==> src/hdl/touch_slot_event_classifier_assert.svh <==
// ----------------------------------------------------------------------------
// touch slot event classifier assertion macros
// shared property forms used by the rtl modules
// ----------------------------------------------------------------------------
`ifndef TOUCH_SLOT_EVENT_CLASSIFIER_ASSERT_SVH
`define TOUCH_SLOT_EVENT_CLASSIFIER_ASSERT_SVH

// same-cycle implication, disabled in reset
`define TSEC_ASSERT(lbl, clk_s, rst_s, ante, cons) \
	lbl: assert property (@(posedge clk_s) disable iff (!rst_s) (ante) |-> (cons)) \
		else $error("tsec assertion failed");

// next-cycle implication, disabled in reset
`define TSEC_ASSERT_NEXT(lbl, clk_s, rst_s, ante, cons) \
	lbl: assert property (@(posedge clk_s) disable iff (!rst_s) (ante) |=> (cons)) \
		else $error("tsec assertion failed");

`endif

==> src/hdl/tsec_pkg.sv <==
// ----------------------------------------------------------------------------
// tsec_pkg
// shared types, constants and codes of the touch slot event classifier
// ----------------------------------------------------------------------------
package tsec_pkg;

	// number of touch slots tracked
	localparam int SLOTS = 5;
	localparam int SLOT_IDX_W = (SLOTS > 1) ? $clog2(SLOTS) : 1;

	// decoupling queue between front and back, power of two
	localparam int MIDQ_DEPTH = 4;
	localparam int MIDQ_PTR_W = $clog2(MIDQ_DEPTH);
	localparam int MIDQ_CNT_W = MIDQ_PTR_W + 1;

	// configuration register indexes
	localparam int CFG_IDX_W = 3;
	localparam logic [CFG_IDX_W-1:0] CFG_MAX_X      = 3'd0;
	localparam logic [CFG_IDX_W-1:0] CFG_MAX_Y      = 3'd1;
	localparam logic [CFG_IDX_W-1:0] CFG_MIRROR_X   = 3'd2;
	localparam logic [CFG_IDX_W-1:0] CFG_MIRROR_Y   = 3'd3;
	localparam logic [CFG_IDX_W-1:0] CFG_DOWN_TICKS = 3'd4;
	localparam logic [CFG_IDX_W-1:0] CFG_HOLD_TICKS = 3'd5;

	// register reset values
	localparam logic [15:0] MAX_X_RST      = 16'd800;
	localparam logic [15:0] MAX_Y_RST      = 16'd480;
	localparam logic [3:0]  DOWN_TICKS_RST = 4'd2;
	localparam logic [4:0]  HOLD_TICKS_RST = 5'd20;

	// saturation level of the tick counter
	localparam logic [4:0] TICK_MAX = 5'd31;

	typedef enum logic [2:0] {
		EV_NONE = 3'd0,
		EV_DOWN = 3'd1,
		EV_MOVE = 3'd2,
		EV_HOLD = 3'd3,
		EV_UP   = 3'd4
	} event_t;

	typedef struct packed {
		logic [15:0] max_x;
		logic [15:0] max_y;
		logic        mirror_x;
		logic        mirror_y;
		logic [3:0]  down_ticks;
		logic [4:0]  hold_ticks;
	} cfg_t;

	// classified poll, front to back
	typedef struct packed {
		logic [2:0]            slot;
		logic                  slot_ok;
		logic [SLOT_IDX_W-1:0] slot_idx;
		logic                  touch;
		logic [15:0]           x;
		logic [15:0]           y;
	} front_word_t;

	// result word
	typedef struct packed {
		logic [2:0]  slot;
		event_t      ev;
		logic [15:0] x;
		logic [15:0] y;
	} res_t;

endpackage

==> src/hdl/tsec_front.sv <==
// ----------------------------------------------------------------------------
// tsec_front
// mirrors coordinates and classifies a poll as touch or no touch
// ----------------------------------------------------------------------------
module tsec_front (
	input  tsec_pkg::cfg_t      cfg,
	input  logic [2:0]          slot,
	input  logic                present,
	input  logic [15:0]         raw_x,
	input  logic [15:0]         raw_y,
	output tsec_pkg::front_word_t word
);

	logic [15:0] x_m;
	logic [15:0] y_m;
	logic        slot_ok;

	// mirror wraps at 16 bits
	assign x_m = cfg.mirror_x ? (cfg.max_x - 16'd1 - raw_x) : raw_x;
	assign y_m = cfg.mirror_y ? (cfg.max_y - 16'd1 - raw_y) : raw_y;

	assign slot_ok = (int'(slot) < tsec_pkg::SLOTS);

	always_comb begin
		word.slot     = slot;
		word.slot_ok  = slot_ok;
		word.slot_idx = slot_ok ? tsec_pkg::SLOT_IDX_W'(slot) : '0;
		word.touch    = present && (x_m < cfg.max_x) && (y_m < cfg.max_y);
		word.x        = x_m;
		word.y        = y_m;
	end

endmodule

==> src/hdl/tsec_fifo.sv <==
// ----------------------------------------------------------------------------
// tsec_fifo
// small register queue decoupling the front from the back
// ----------------------------------------------------------------------------
`include "touch_slot_event_classifier_assert.svh"

module tsec_fifo (
	input  logic                  clk,
	input  logic                  arst_n,
	input  logic                  push,
	input  tsec_pkg::front_word_t wdata,
	output logic                  full,
	input  logic                  pop,
	output tsec_pkg::front_word_t rdata,
	output logic                  empty
);

	tsec_pkg::front_word_t             mem_q [tsec_pkg::MIDQ_DEPTH];
	logic [tsec_pkg::MIDQ_PTR_W-1:0]   wr_ptr_q;
	logic [tsec_pkg::MIDQ_PTR_W-1:0]   rd_ptr_q;
	logic [tsec_pkg::MIDQ_CNT_W-1:0]   cnt_q;
	logic                              wr_en;
	logic                              rd_en;

	assign full  = (cnt_q == tsec_pkg::MIDQ_CNT_W'(tsec_pkg::MIDQ_DEPTH));
	assign empty = (cnt_q == '0);
	assign wr_en = push && !full;
	assign rd_en = pop && !empty;
	assign rdata = mem_q[rd_ptr_q];

	always_ff @(posedge clk) begin
		if (wr_en) begin
			mem_q[wr_ptr_q] <= wdata;
		end
	end

	always_ff @(posedge clk or negedge arst_n) begin
		if (!arst_n) begin
			wr_ptr_q <= '0;
			rd_ptr_q <= '0;
			cnt_q    <= '0;
		end else begin
			if (wr_en) begin
				wr_ptr_q <= wr_ptr_q + 1'b1;
			end
			if (rd_en) begin
				rd_ptr_q <= rd_ptr_q + 1'b1;
			end
			case ({wr_en, rd_en})
				2'b10:   cnt_q <= cnt_q + 1'b1;
				2'b01:   cnt_q <= cnt_q - 1'b1;
				default: cnt_q <= cnt_q;
			endcase
		end
	end

	`TSEC_ASSERT(a_cnt_in_range, clk, arst_n, 1'b1, cnt_q <= tsec_pkg::MIDQ_CNT_W'(tsec_pkg::MIDQ_DEPTH))
	`TSEC_ASSERT_NEXT(a_full_holds, clk, arst_n, full && !pop, full)
	`TSEC_ASSERT_NEXT(a_empty_holds, clk, arst_n, empty && !push, empty)

endmodule

==> src/hdl/tsec_back.sv <==
// ----------------------------------------------------------------------------
// tsec_back
// per-slot tick counters and latched positions, event decision, result buffer
// ----------------------------------------------------------------------------
`include "touch_slot_event_classifier_assert.svh"

module tsec_back (
	input  logic                  clk,
	input  logic                  arst_n,
	input  tsec_pkg::cfg_t        cfg,
	input  logic                  in_empty,
	input  tsec_pkg::front_word_t in_word,
	output logic                  in_pop,
	output logic                  res_empty,
	input  logic                  res_pop,
	output tsec_pkg::res_t        res
);

	logic [4:0]       tick_q [tsec_pkg::SLOTS];
	logic [15:0]      lx_q   [tsec_pkg::SLOTS];
	logic [15:0]      ly_q   [tsec_pkg::SLOTS];

	tsec_pkg::res_t   out_mem_q [2];
	logic             out_wr_q;
	logic             out_rd_q;
	logic [1:0]       out_cnt_q;
	logic             out_full;
	logic             out_rd_en;

	logic [4:0]       tick_nx;
	logic [15:0]      lx_nx;
	logic [15:0]      ly_nx;
	tsec_pkg::res_t   res_nx;

	assign out_full  = (out_cnt_q == 2'd2);
	assign in_pop    = !in_empty && !out_full;
	assign res_empty = (out_cnt_q == 2'd0);
	assign out_rd_en = res_pop && !res_empty;
	assign res       = out_mem_q[out_rd_q];

	// event decision for the word at the queue head
	always_comb begin
		logic [4:0]     c0;
		logic [4:0]     c1;
		logic [4:0]     down5;
		logic [4:0]     down2;
		logic [15:0]    ox;
		logic [15:0]    oy;
		tsec_pkg::event_t ev;
		c0    = tick_q[in_word.slot_idx];
		ox    = lx_q[in_word.slot_idx];
		oy    = ly_q[in_word.slot_idx];
		down5 = {1'b0, cfg.down_ticks};
		down2 = {cfg.down_ticks, 1'b0};
		c1    = (c0 == tsec_pkg::TICK_MAX) ? c0 : c0 + 5'd1;
		lx_nx = ox;
		ly_nx = oy;
		ev    = tsec_pkg::EV_NONE;
		if (!in_word.touch) begin
			if (c0 >= down5) begin
				ev = tsec_pkg::EV_UP;
			end
			tick_nx = '0;
		end else begin
			tick_nx = c1;
			if (c1 == down5) begin
				lx_nx = in_word.x;
				ly_nx = in_word.y;
				ev    = tsec_pkg::EV_DOWN;
			end else if (c1 > down5) begin
				// moved after the settle window
				if (((in_word.x != ox) || (in_word.y != oy)) && (c1 > down2)) begin
					lx_nx   = in_word.x;
					ly_nx   = in_word.y;
					ev      = tsec_pkg::EV_MOVE;
					tick_nx = down5;
				end
				// hold wins over move
				if (tick_nx == cfg.hold_ticks) begin
					lx_nx = in_word.x;
					ly_nx = in_word.y;
					ev    = tsec_pkg::EV_HOLD;
				end
				if (tick_nx > cfg.hold_ticks) begin
					tick_nx = cfg.hold_ticks;
				end
			end
		end
		res_nx.slot = in_word.slot;
		if (in_word.slot_ok && (ev != tsec_pkg::EV_NONE)) begin
			res_nx.ev = ev;
			res_nx.x  = lx_nx;
			res_nx.y  = ly_nx;
		end else begin
			res_nx.ev = tsec_pkg::EV_NONE;
			res_nx.x  = '0;
			res_nx.y  = '0;
		end
	end

	// slot state
	always_ff @(posedge clk or negedge arst_n) begin
		if (!arst_n) begin
			for (int i = 0; i < tsec_pkg::SLOTS; i++) begin
				tick_q[i] <= '0;
				lx_q[i]   <= '0;
				ly_q[i]   <= '0;
			end
		end else if (in_pop && in_word.slot_ok) begin
			tick_q[in_word.slot_idx] <= tick_nx;
			lx_q[in_word.slot_idx]   <= lx_nx;
			ly_q[in_word.slot_idx]   <= ly_nx;
		end
	end

	// two-entry result buffer
	always_ff @(posedge clk) begin
		if (in_pop) begin
			out_mem_q[out_wr_q] <= res_nx;
		end
	end

	always_ff @(posedge clk or negedge arst_n) begin
		if (!arst_n) begin
			out_wr_q  <= 1'b0;
			out_rd_q  <= 1'b0;
			out_cnt_q <= '0;
		end else begin
			if (in_pop) begin
				out_wr_q <= !out_wr_q;
			end
			if (out_rd_en) begin
				out_rd_q <= !out_rd_q;
			end
			case ({in_pop, out_rd_en})
				2'b10:   out_cnt_q <= out_cnt_q + 2'd1;
				2'b01:   out_cnt_q <= out_cnt_q - 2'd1;
				default: out_cnt_q <= out_cnt_q;
			endcase
		end
	end

	`TSEC_ASSERT(a_out_cnt_range, clk, arst_n, 1'b1, out_cnt_q <= 2'd2)
	`TSEC_ASSERT(a_none_zero_pos, clk, arst_n, !res_empty && (res.ev == tsec_pkg::EV_NONE), (res.x == 16'd0) && (res.y == 16'd0))
	`TSEC_ASSERT_NEXT(a_bad_slot_none, clk, arst_n, in_pop && !in_word.slot_ok && res_empty, res.ev == tsec_pkg::EV_NONE)

endmodule

==> src/hdl/touch_slot_event_classifier.sv <==
// ----------------------------------------------------------------------------
// touch_slot_event_classifier
// turns per-slot touch polls into down, move, hold and up events
// ----------------------------------------------------------------------------
// usage:
//   input channel: drive slot, present, raw_x, raw_y and raise push; the word
//   is taken on a clock edge with push high and full low
//   result channel: while empty is low the oldest result sits on out_slot,
//   event_res, pos_x, pos_y; raising pop takes it on that edge
//   every input word gives exactly one result word, in input order
//   config channel: cfg_index picks the register (max_x, max_y, mirror_x,
//   mirror_y, down_ticks, hold_ticks), cfg_data carries the value; cfg_ready
//   is always high, write only while the block is idle
//   path: a word taken into the queue passes the event logic and is written
//   into the result buffer, from where it shows on the result ports
//   throughput: one word per cycle while the result buffer is not full, set
//   by the per-slot read-modify-write of counter and latched position
//   stalls: with pop held low the two-entry result buffer fills, then the
//   four-entry queue behind the front; full rises once both are occupied
//   reset: counters and latched positions clear to zero, queues empty,
//   registers return to 800, 480, 0, 0, 2, 20
// ----------------------------------------------------------------------------
module touch_slot_event_classifier (
	input  logic        clk,
	input  logic        arst_n,
	// poll input
	input  logic        push,
	output logic        full,
	input  logic [2:0]  slot,
	input  logic        present,
	input  logic [15:0] raw_x,
	input  logic [15:0] raw_y,
	// event output
	output logic        empty,
	input  logic        pop,
	output logic [2:0]  out_slot,
	output logic [2:0]  event_res,
	output logic [15:0] pos_x,
	output logic [15:0] pos_y,
	// register writes
	input  logic        cfg_valid,
	output logic        cfg_ready,
	input  logic [2:0]  cfg_index,
	input  logic [15:0] cfg_data
);

	tsec_pkg::cfg_t        cfg_q;
	tsec_pkg::front_word_t front_word;
	tsec_pkg::front_word_t mid_word;
	logic                  mid_empty;
	logic                  mid_pop;
	tsec_pkg::res_t        res;

	// register file, always ready
	assign cfg_ready = 1'b1;

	always_ff @(posedge clk or negedge arst_n) begin
		if (!arst_n) begin
			cfg_q.max_x      <= tsec_pkg::MAX_X_RST;
			cfg_q.max_y      <= tsec_pkg::MAX_Y_RST;
			cfg_q.mirror_x   <= 1'b0;
			cfg_q.mirror_y   <= 1'b0;
			cfg_q.down_ticks <= tsec_pkg::DOWN_TICKS_RST;
			cfg_q.hold_ticks <= tsec_pkg::HOLD_TICKS_RST;
		end else if (cfg_valid && cfg_ready) begin
			case (cfg_index)
				tsec_pkg::CFG_MAX_X:      cfg_q.max_x      <= cfg_data;
				tsec_pkg::CFG_MAX_Y:      cfg_q.max_y      <= cfg_data;
				tsec_pkg::CFG_MIRROR_X:   cfg_q.mirror_x   <= cfg_data[0];
				tsec_pkg::CFG_MIRROR_Y:   cfg_q.mirror_y   <= cfg_data[0];
				tsec_pkg::CFG_DOWN_TICKS: cfg_q.down_ticks <= cfg_data[3:0];
				tsec_pkg::CFG_HOLD_TICKS: cfg_q.hold_ticks <= cfg_data[4:0];
				default: ;
			endcase
		end
	end

	// front: mirror and range check
	tsec_front u_front (
		.cfg     (cfg_q),
		.slot    (slot),
		.present (present),
		.raw_x   (raw_x),
		.raw_y   (raw_y),
		.word    (front_word)
	);

	// decoupling queue
	tsec_fifo u_midq (
		.clk    (clk),
		.arst_n (arst_n),
		.push   (push),
		.wdata  (front_word),
		.full   (full),
		.pop    (mid_pop),
		.rdata  (mid_word),
		.empty  (mid_empty)
	);

	// back: slot state and event decision
	tsec_back u_back (
		.clk       (clk),
		.arst_n    (arst_n),
		.cfg       (cfg_q),
		.in_empty  (mid_empty),
		.in_word   (mid_word),
		.in_pop    (mid_pop),
		.res_empty (empty),
		.res_pop   (pop),
		.res       (res)
	);

	assign out_slot  = res.slot;
	assign event_res = res.ev;
	assign pos_x     = res.x;
	assign pos_y     = res.y;

endmodule
==> config.mk <==
export PLATFORM = sky130hd
export DESIGN_NAME = touch_slot_event_classifier
export DESIGN_NICKNAME = d
export VERILOG_FILES = /design/src/hdl/tsec_pkg.sv /design/src/hdl/tsec_front.sv /design/src/hdl/tsec_fifo.sv /design/src/hdl/tsec_back.sv /design/src/hdl/touch_slot_event_classifier.sv
export VERILOG_INCLUDE_DIRS = /design/src /design/src/hdl
export SDC_FILE = /design/constraint.sdc
export NUM_CORES = 1
export LEC_CHECK = 0
export ABC_CLOCK_PERIOD_IN_PS = 12350
export BUFFER_PORTS_ARGS = -buffer_cell sky130_fd_sc_hd__buf_2
export CAP_MARGIN = 20
export CORE_ASPECT_RATIO = 0.6
export CORE_MARGIN = 4
export CORE_UTILIZATION = 40
export CTS_BUF_LIST = sky130_fd_sc_hd__clkbuf_4
export CTS_CLUSTER_DIAMETER = 100
export CTS_CLUSTER_SIZE = 20
export DETAILED_ROUTE_END_ITERATION = 10
export PLACE_DENSITY_LB_ADDON = 0.05
export SLEW_MARGIN = 20
export SYNTH_ARGS = -nofsm -noshare
export SYNTH_HDL_FRONTEND = slang
export SYNTH_HIERARCHICAL = 1
export SYNTH_SLANG_ARGS = --single-unit
export TNS_END_PERCENT = 10
==> constraint.sdc <==
create_clock -name clk -period 12.35 [get_ports clk]
set_input_delay 2.47 -clock clk [delete_from_list [all_inputs] [get_ports clk]]
set_output_delay 2.47 -clock clk [all_outputs]
set_load 0.01 [all_outputs]
==> results of run 1 <==
## synthesized netlist by cell type (6+ instances only)
cell type	count	area, sq um
edfxtp_1	236	7087
dfrtp_1	229	5731
nand2_1	215	807.0
o21ai_0	199	996.0
mux2_2	143	1610
inv_1	136	510.5
ha_1	85	1064
nor2_1	63	236.5
mux2i_1	62	620.6
clkbuf_1	61	229.0
a21oi_1	56	280.3
xnor2_1	41	359.1
mux4_2	38	855.8
o22a_1	26	227.7
buf_2	21	105.1
o22ai_1	21	131.4
nand3_1	20	100.1
and2_1	19	118.9
a21o_1	18	135.1
nor3_1	18	90.09
o21ai_1	17	85.08
o21a_1	16	120.1
nor2b_1	15	93.84
a31oi_1	14	87.58
a22oi_1	12	90.09
xor2_1	12	105.1
and3_1	11	68.82
nand4_1	11	68.82
buf_6	10	112.6
dfstp_2	10	262.8
nand3b_1	9	67.56
buf_4	8	60.06
o31ai_1	8	60.06
a221oi_1	6	52.55
o211ai_1	6	45.04
## worst register-to-register path: stages (launching register included)
cell	delay, ns
dfrtp_2	0.66
buf_4	0.59
mux4_2	0.54
buf_4	0.48
nor2b_1	0.23
buf_4	0.23
a22oi_1	0.12
o22ai_1	0.40
ha_1	0.31
o21ai_0	0.22
nor3_1	0.21
mux2_2	0.40
inv_1	0.09
ha_1	0.23
nand4_1	0.10
inv_1	0.06
a31oi_1	0.34
a21boi_1	0.68
mux2_2	0.42
ha_1	0.28
and3_1	0.19
and3_1	0.22
a21o_1	0.20
o22a_1	0.23
o311ai_4	0.09
buf_4	0.72
o22ai_1	0.37
and2_1	0.29
## cells by family (layout without fill, tap and decap cells)
| group | count (synthesis) | count (layout) | synth area share |
|---|---|---|---|
| flip-flops | 475 | 475 | 0.5472 |
| AO/OA/AOI/OAI | 457 | 457 | 0.1198 |
| AND/OR/NAND/NOR | 435 | 435 | 0.08805 |
| multiplexers | 246 | 246 | 0.1318 |
| buffers and inverters | 244 | 311 | 0.04654 |
| adder cells (fa/ha/maj) | 88 | 88 | 0.04701 |
| XOR/XNOR | 53 | 53 | 0.01942 |
| other | 1 | 4 | 0.0001569 |
## state kept, by name, indices dropped and copies added, names as in the netlist
register and flops:
u_back/lx_q 80, cfg_q 43, u_back/ly_q 80, u_back/out_rd_q 1
u_back/out_cnt_q 2, u_midq/rd_ptr_q 2, u_midq/wr_ptr_q 2, u_back/out_wr_q 1
u_back/tick_q 25, u_back/out_mem_q 76, u_midq/cnt_q 3, u_midq/mem_q 160
## layer usage
layer,global-route usage,vias up,wire length (um)
met1,0.3208,7892,33340
li1,-,7368,-
met5,0,-,0
met3,0.02663,46,2544
met4,0.02589,0,799
met2,0.2912,271,26590
## final cells by class
type | count | share of cell area
timing repair buffer | 126 | 0.02909
inverter | 137 | 0.02020
multi-input combinational | 1280 | 0.3843
sequential | 475 | 0.5138
clock inverter | 2 | 0.0003440
antenna | 3 | 0.0002948
clock buffer | 46 | 0.01356
tap | 781 | 0.03838
## power breakdown
group / switching [uW] / leakage, uW / internal (uW)
logic: 2280 / 0.00486 / 1290
clock network: 479 / 0.000220 / 166
registers: 246 / 0.00536 / 2300
total: 3000 / 0.0104 / 3750
## worst paths after layout
path                            slack (ns)                      to  cells after the start
worst max-delay path                  3.22  u_back/out_mem_q[1][5]                     27
worst min-delay path                  0.50         u_back/lx_q[16]                      2
worst max register to register        3.22  u_back/out_mem_q[1][5]                     27
worst min register to register        0.50         u_back/lx_q[16]                      2
max in group asynchronous             9.85         u_back/lx_q[50]                      2
min in group asynchronous             1.49               cfg_q[12]                      1
## layout by cell type (no fill, tap or decap), types with 14 or more instances in the layout
| cell | instances |
|---|---|
| o22a_1 | 26 |
| mux4_2 | 37 |
| buf_4 | 25 |
| nor3_1 | 18 |
| clkbuf_4 | 46 |
| xnor2_1 | 41 |
| a21oi_1 | 56 |
| dfrtp_1 | 226 |
| and2_1 | 14 |
| mux2_2 | 143 |
| inv_1 | 136 |
| o21a_1 | 16 |
| nand3_1 | 19 |
| o22ai_1 | 21 |
| nand2_1 | 211 |
| o21ai_0 | 199 |
| a21o_1 | 18 |
| a31oi_1 | 14 |
| nor2_1 | 61 |
| o21ai_1 | 16 |
| buf_2 | 98 |
| edfxtp_1 | 236 |
| ha_1 | 85 |
| nor2b_1 | 15 |
| mux2i_1 | 62 |
## metrics by stage
step | cells | power, uW | hold WS, ns | util | cell area [sq um]
6_report | 2850 | 6756 | 0.5033 | 0.4306 | 25460
5_1_grt | 2849 | 7270 | 0.5232 | 0.4305 | 25460
4_1_cts | 2846 | 6815 | 0.5085 | 0.4300 | 25430
3_5_place_dp | 2798 | 6153 | 0.4647 | 0.4240 | 25070
3_3_place_gp | 2798 | 6106 | 0.4588 | 0.4239 | 25070
2_1_floorplan | 1999 | 4984 | 0.4423 | - | 23900
==> flow_metrics.py, run 1 <==
metrics = {
    "clock_network": {
        "postCtsSetupBuffers": 0,
        "root_buffer": "clkbuf_4",
        "clkSinkCount": 475,
        "clock_latency_ns": 0.85,
        "cts_tree": "yes",
        "clockBufferDepth": 3,
        "cts_buffers": 27,
        "post_cts_resized": 0,
        "htreeDepth": 1,
        "clk_pin_slew_ns": 0.20,
        "cts_hold_buf": 0,
    },
    "worst_setup_path": {
        "cp_common_cell": "buf_4",
        "critical_path_required_ns": 12.95,
        "crit_path_end_kind": "flip-flop",
        "regToRegStartpoint": "u_midq/rd_ptr_q[0]",
        "path_buf_inv": 6,
        "slowest_delay_ns": 0.72,
        "start_kind": "flip-flop",
        "crit_family": "compound AO/OA/AOI/OAI gates",
        "crit_arrival_ns": 9.73,
        "worstSetupStartpoint": "u_midq/rd_ptr_q[0]",
        "path_class": "flip-flop to flip-flop",
        "cp_slowest_cell": "buf_4",
        "crit_path_max_fanout": 64,
    },
    "sta": {
        "fin_crit_ns": 9.129,
        "drv_slew": 0,
        "setup_viol": 0,
        "worst_slew_pin_slew_ns": 1.070,
        "slew_headroom": 0.2764,
        "setup_tns_ns": 0,
        "min_period_over_period": 0.7392,
        "hold_viol": 0,
        "rsz0062_at_grt": "false",
        "setup_ws_ns": 3.221,
        "fmax_ghz": 0.1095,
        "finClkSkew_ns": 0.03966,
    },
    "drt": {
        "wl_um": 63280,
        "ant_nets": 0,
        "vias": 15580,
        "drt-initial-drc-count": 1197,
        "drc_errors": 0,
        "vias_per_cell": 5.466,
        "wl_per_cell_um": 22.20,
        "drt_pass1_iterations": 5,
    },
    "yosys": {
        "synth_area_per_cell_sq_um": 11.96,
        "async_flop_share": 0.5032,
        "synth_area_sq_mm": 0.02390,
        "ys_warn_count": 6,
        "ys.flop_type": "edfxtp_1",
        "synth_edf_count": 236,
        "synth_cells": 1999,
        "synth_nets": 2147,
        "yosysSeqAreaShare": 0.5472,
        "ys_ff_latch": 475,
        "synthDistinctLibCells": 93,
    },
    "pwr": {
        "vdd_drop_max_mv": 0.1874,
        "p_per_area_mw_per_mm2": 265.3,
        "leakage_uw": 0.01044,
    },
    "die": {
        "coreArea_sq_mm": 0.05914,
        "dieArea_sq_mm": 0.06386,
        "start_util": 0.4042,
        "io_pins": 101,
        "die_w_um": 323.6,
        "die_y_um": 197.3,
        "num_rows": 69,
    },
    "placed_design": {
        "gp_congestion": 0.8511,
        "io_buffers": 99,
        "dp_hpwl_um": 43470,
        "pre_cts_slack_ns": 3.385,
    },
    "final_layout": {
        "nets": 2195,
        "register_area_sq_mm": 0.01308,
        "multi_input_area_sq_mm": 0.009786,
        "syn2layout_area_growth_pct": 6.533,
        "drive_above_1_share": 0.1980,
        "num-fill-cells": 5493,
    },
    "grt": {
        "grt_max_degree": 125,
        "grt_pass1_vias": 15350,
        "antenna_found_initial": 4,
        "grt_usage": 0.1988,
        "globalRouteOverflowTotal": 0,
        "grt_pass1_wl_um": 96600,
    },
    "outcome": {
        "status": "finished, final reports clean",
    },
    "worst_hold_path": {
        "hp-start": "u_back/lx_q[16]",
        "min_path_type": "flip-flop to flip-flop",
    },
    "job": {
        "maxCapViolCount": 0,
    },
}
No activity file was read; power rests on OpenSTA's default activity.
==> run 2, diff against run 1 <==
- ABC_CLOCK_PERIOD_IN_PS: 12350 -> 8000
- clock period: 12.35 -> 8 ns (I/O delays scaled with it)
==> flow_metrics.py, run 2 (synthesis gave the netlist of run 1 again) <==
metrics = {
    "sta": {
        "slew_headroom": 0.2382,
        "finClkSkew_ns": 0.05277,
        "drv_slew": 0,
        "worst_slew_pin_slew_ns": 1.140,
        "setup_ws_ns": 0.5412,
        "rsz0062_at_grt": "false",
        "fin_crit_ns": 7.459,
        "min_period_over_period": 0.9324,
        "hold_viol": 0,
        "fmax_ghz": 0.1341,
        "setup_tns_ns": 0,
        "setup_viol": 0,
    },
    "placed_design": {
        "gp_congestion": 0.8807,
        "pre_cts_slack_ns": 0.6794,
        "io_buffers": 99,
        "dp_hpwl_um": 45010,
    },
    "pwr": {
        "intPower_uw": 5919,
        "p_switching_uw": 4700,
        "comb_power_share": 0.533,
        "p_clk_frac": 0.097,
        "swShare": 0.4426,
        "seqPwrFrac": 0.370,
        "vdd_drop_max_mv": 0.2109,
        "p_per_area_mw_per_mm2": 414.9,
        "leakage_uw": 0.01053,
    },
    "drt": {
        "wl_um": 64380,
        "ant_nets": 0,
        "drc_errors": 0,
        "vias_per_cell": 5.516,
        "drt-initial-drc-count": 1196,
        "drt_pass1_iterations": 5,
        "wl_per_cell_um": 22.47,
        "vias": 15800,
    },
    "outcome": {
        "status": "finished, final reports clean",
    },
    "clock_network": {
        "clk_pin_slew_ns": 0.21,
        "root_buffer": "clkbuf_4",
        "clockBufferDepth": 3,
        "post_cts_resized": 0,
        "clkSinkCount": 475,
        "clock_latency_ns": 0.85,
        "cts_buffers": 27,
        "cts_tree": "yes",
        "postCtsSetupBuffers": 0,
        "cts_hold_buf": 0,
        "htreeDepth": 1,
    },
    "grt": {
        "grt_max_degree": 162,
        "globalRouteOverflowTotal": 0,
        "grt_pass1_vias": 15520,
        "grt_usage": 0.2022,
        "antenna_found_initial": 8,
        "grt_pass1_wl_um": 98350,
    },
    "die": {
        "num_rows": 69,
        "start_util": 0.4042,
        "die_w_um": 323.6,
        "dieArea_sq_mm": 0.06386,
        "io_pins": 101,
        "die_y_um": 197.3,
        "coreArea_sq_mm": 0.05914,
    },
    "worst_setup_path": {
        "reg2reg_slack_ns": 0.54,
        "path_buf_inv": 5,
        "cp_slowest_cell": "o311ai_4",
        "crit_chain": "mux4_2 -> buf_4 -> nand2b_1 -> o21a_1 -> a2111oi_0 -> buf_4 -> a2111oi_0 -> nand4_1 -> nor4_1 -> buf_4 -> a21boi_1 -> buf_4 -> o21ai_0 -> ha_1 -> and3_1 -> a21o_1 -> o311ai_4 -> buf_4 -> mux2i_1 -> o21ai_0",
        "path_class": "flip-flop to flip-flop",
        "crit_arrival_ns": 8.15,
        "cp_common_cell": "buf_4",
        "crit_path_end_kind": "flip-flop",
        "crit_path_max_fanout": 28,
        "critical_path_required_ns": 8.69,
        "start_kind": "flip-flop",
        "slowest_delay_ns": 0.92,
        "crit_family": "compound AO/OA/AOI/OAI gates",
    },
    "final_layout": {
        "largest_register_ffs": 160,
        "layout_common_cells": "236 x edfxtp_1, 226 x dfrtp_1, 211 x nand2_1",
        "top_register": "u_midq/mem_q",
        "final_common_cell": "edfxtp_1",
        "drive_above_1_share": 0.2025,
        "syn2layout_area_growth_pct": 7.088,
        "nets": 2210,
        "biggestRegsByFlops": "u_midq/mem_q (160), u_back/lx_q (80), u_back/ly_q (80)",
    },
    "worst_hold_path": {
        "min_path_type": "flip-flop to flip-flop",
    },
    "job": {
        "maxCapViolCount": 0,
    },
}
run 2: layout make-up:
class | count | area, sq um
Multi-Input combinational cell | 1280 | 9782
Clock inverter | 1 | 30.03
Antenna cell | 5 | 12.51
Sequential cell | 475 | 13080
Inverter | 137 | 514.2
Tap cell | 781 | 977.2
Timing Repair Buffer | 141 | 858.3
Fill cell | 5517 | 33540
Clock buffer | 45 | 337.8
run 2: worst paths after layout:
kind	start	endpoint	cells past startpoint
setup reg to reg	u_midq/rd_ptr_q[0]	u_back/ly_q[25]	20
min in group asynchronous	arst_n	cfg_q[12]	1
hold / removal	u_back/lx_q[29]	u_back/lx_q[29]	2
hold reg to reg	u_back/lx_q[29]	u_back/lx_q[29]	2
max in group asynchronous	arst_n	u_back/lx_q[38]	2
setup / recovery	u_midq/rd_ptr_q[0]	u_back/ly_q[25]	20
run 2: per-layer routing:
| metal | part of all wire | routed length (um) | track usage | up-vias |
|---|---|---|---|---|
| met5 | 0.00073 | 47 | 0 | - |
| met4 | 0.013 | 843 | 0.02655 | 6 |
| met3 | 0.052 | 3344 | 0.03554 | 55 |
| met2 | 0.41 | 26310 | 0.2832 | 281 |
| met1 | 0.53 | 33830 | 0.3321 | 8049 |
| li1 | - | - | - | 7412 |
run 2: power by group through the flow:
stage	clock network, uW	logic, uW	registers, uW
floorplan	0	3870	3830
global placement	0	5610	3980
detailed placement	0	5640	4000
CTS	1080	5670	3940
global route	1170	6200	4030
finish	1030	5660	3930
run 2: worst register-to-register path, cell delays in order, from the launching register on:
cell and delay, ns:
dfrtp_2 0.47, mux4_2 0.81, buf_4 0.32, nand2b_1 0.58
o21a_1 0.22, a2111oi_0 0.11, buf_4 0.18, a2111oi_0 0.68
nand4_1 0.27, nor4_1 0.35, buf_4 0.22, a21boi_1 0.11
buf_4 0.21, o21ai_0 0.31, ha_1 0.31, and3_1 0.20
a21o_1 0.20, o311ai_4 0.92, buf_4 0.35, mux2i_1 0.39
o21ai_0 0.15
run 2: metrics by stage:
| step | instances | hold WS [ns] | power, uW | cell area (sq um) | util |
|---|---|---|---|---|---|
| after CTS | 2860 | 0.5100 | 10690 | 25580 | 0.4326 |
| after floorplan | 1999 | 0.4423 | 7695 | 23900 | - |
| after detailed placement | 2814 | 0.4629 | 9646 | 25220 | 0.4264 |
| after global placement | 2814 | 0.4568 | 9585 | 25220 | 0.4264 |
| final | 2865 | 0.5036 | 10620 | 25600 | 0.4328 |
| after global routing | 2862 | 0.5294 | 11400 | 25590 | 0.4327 |
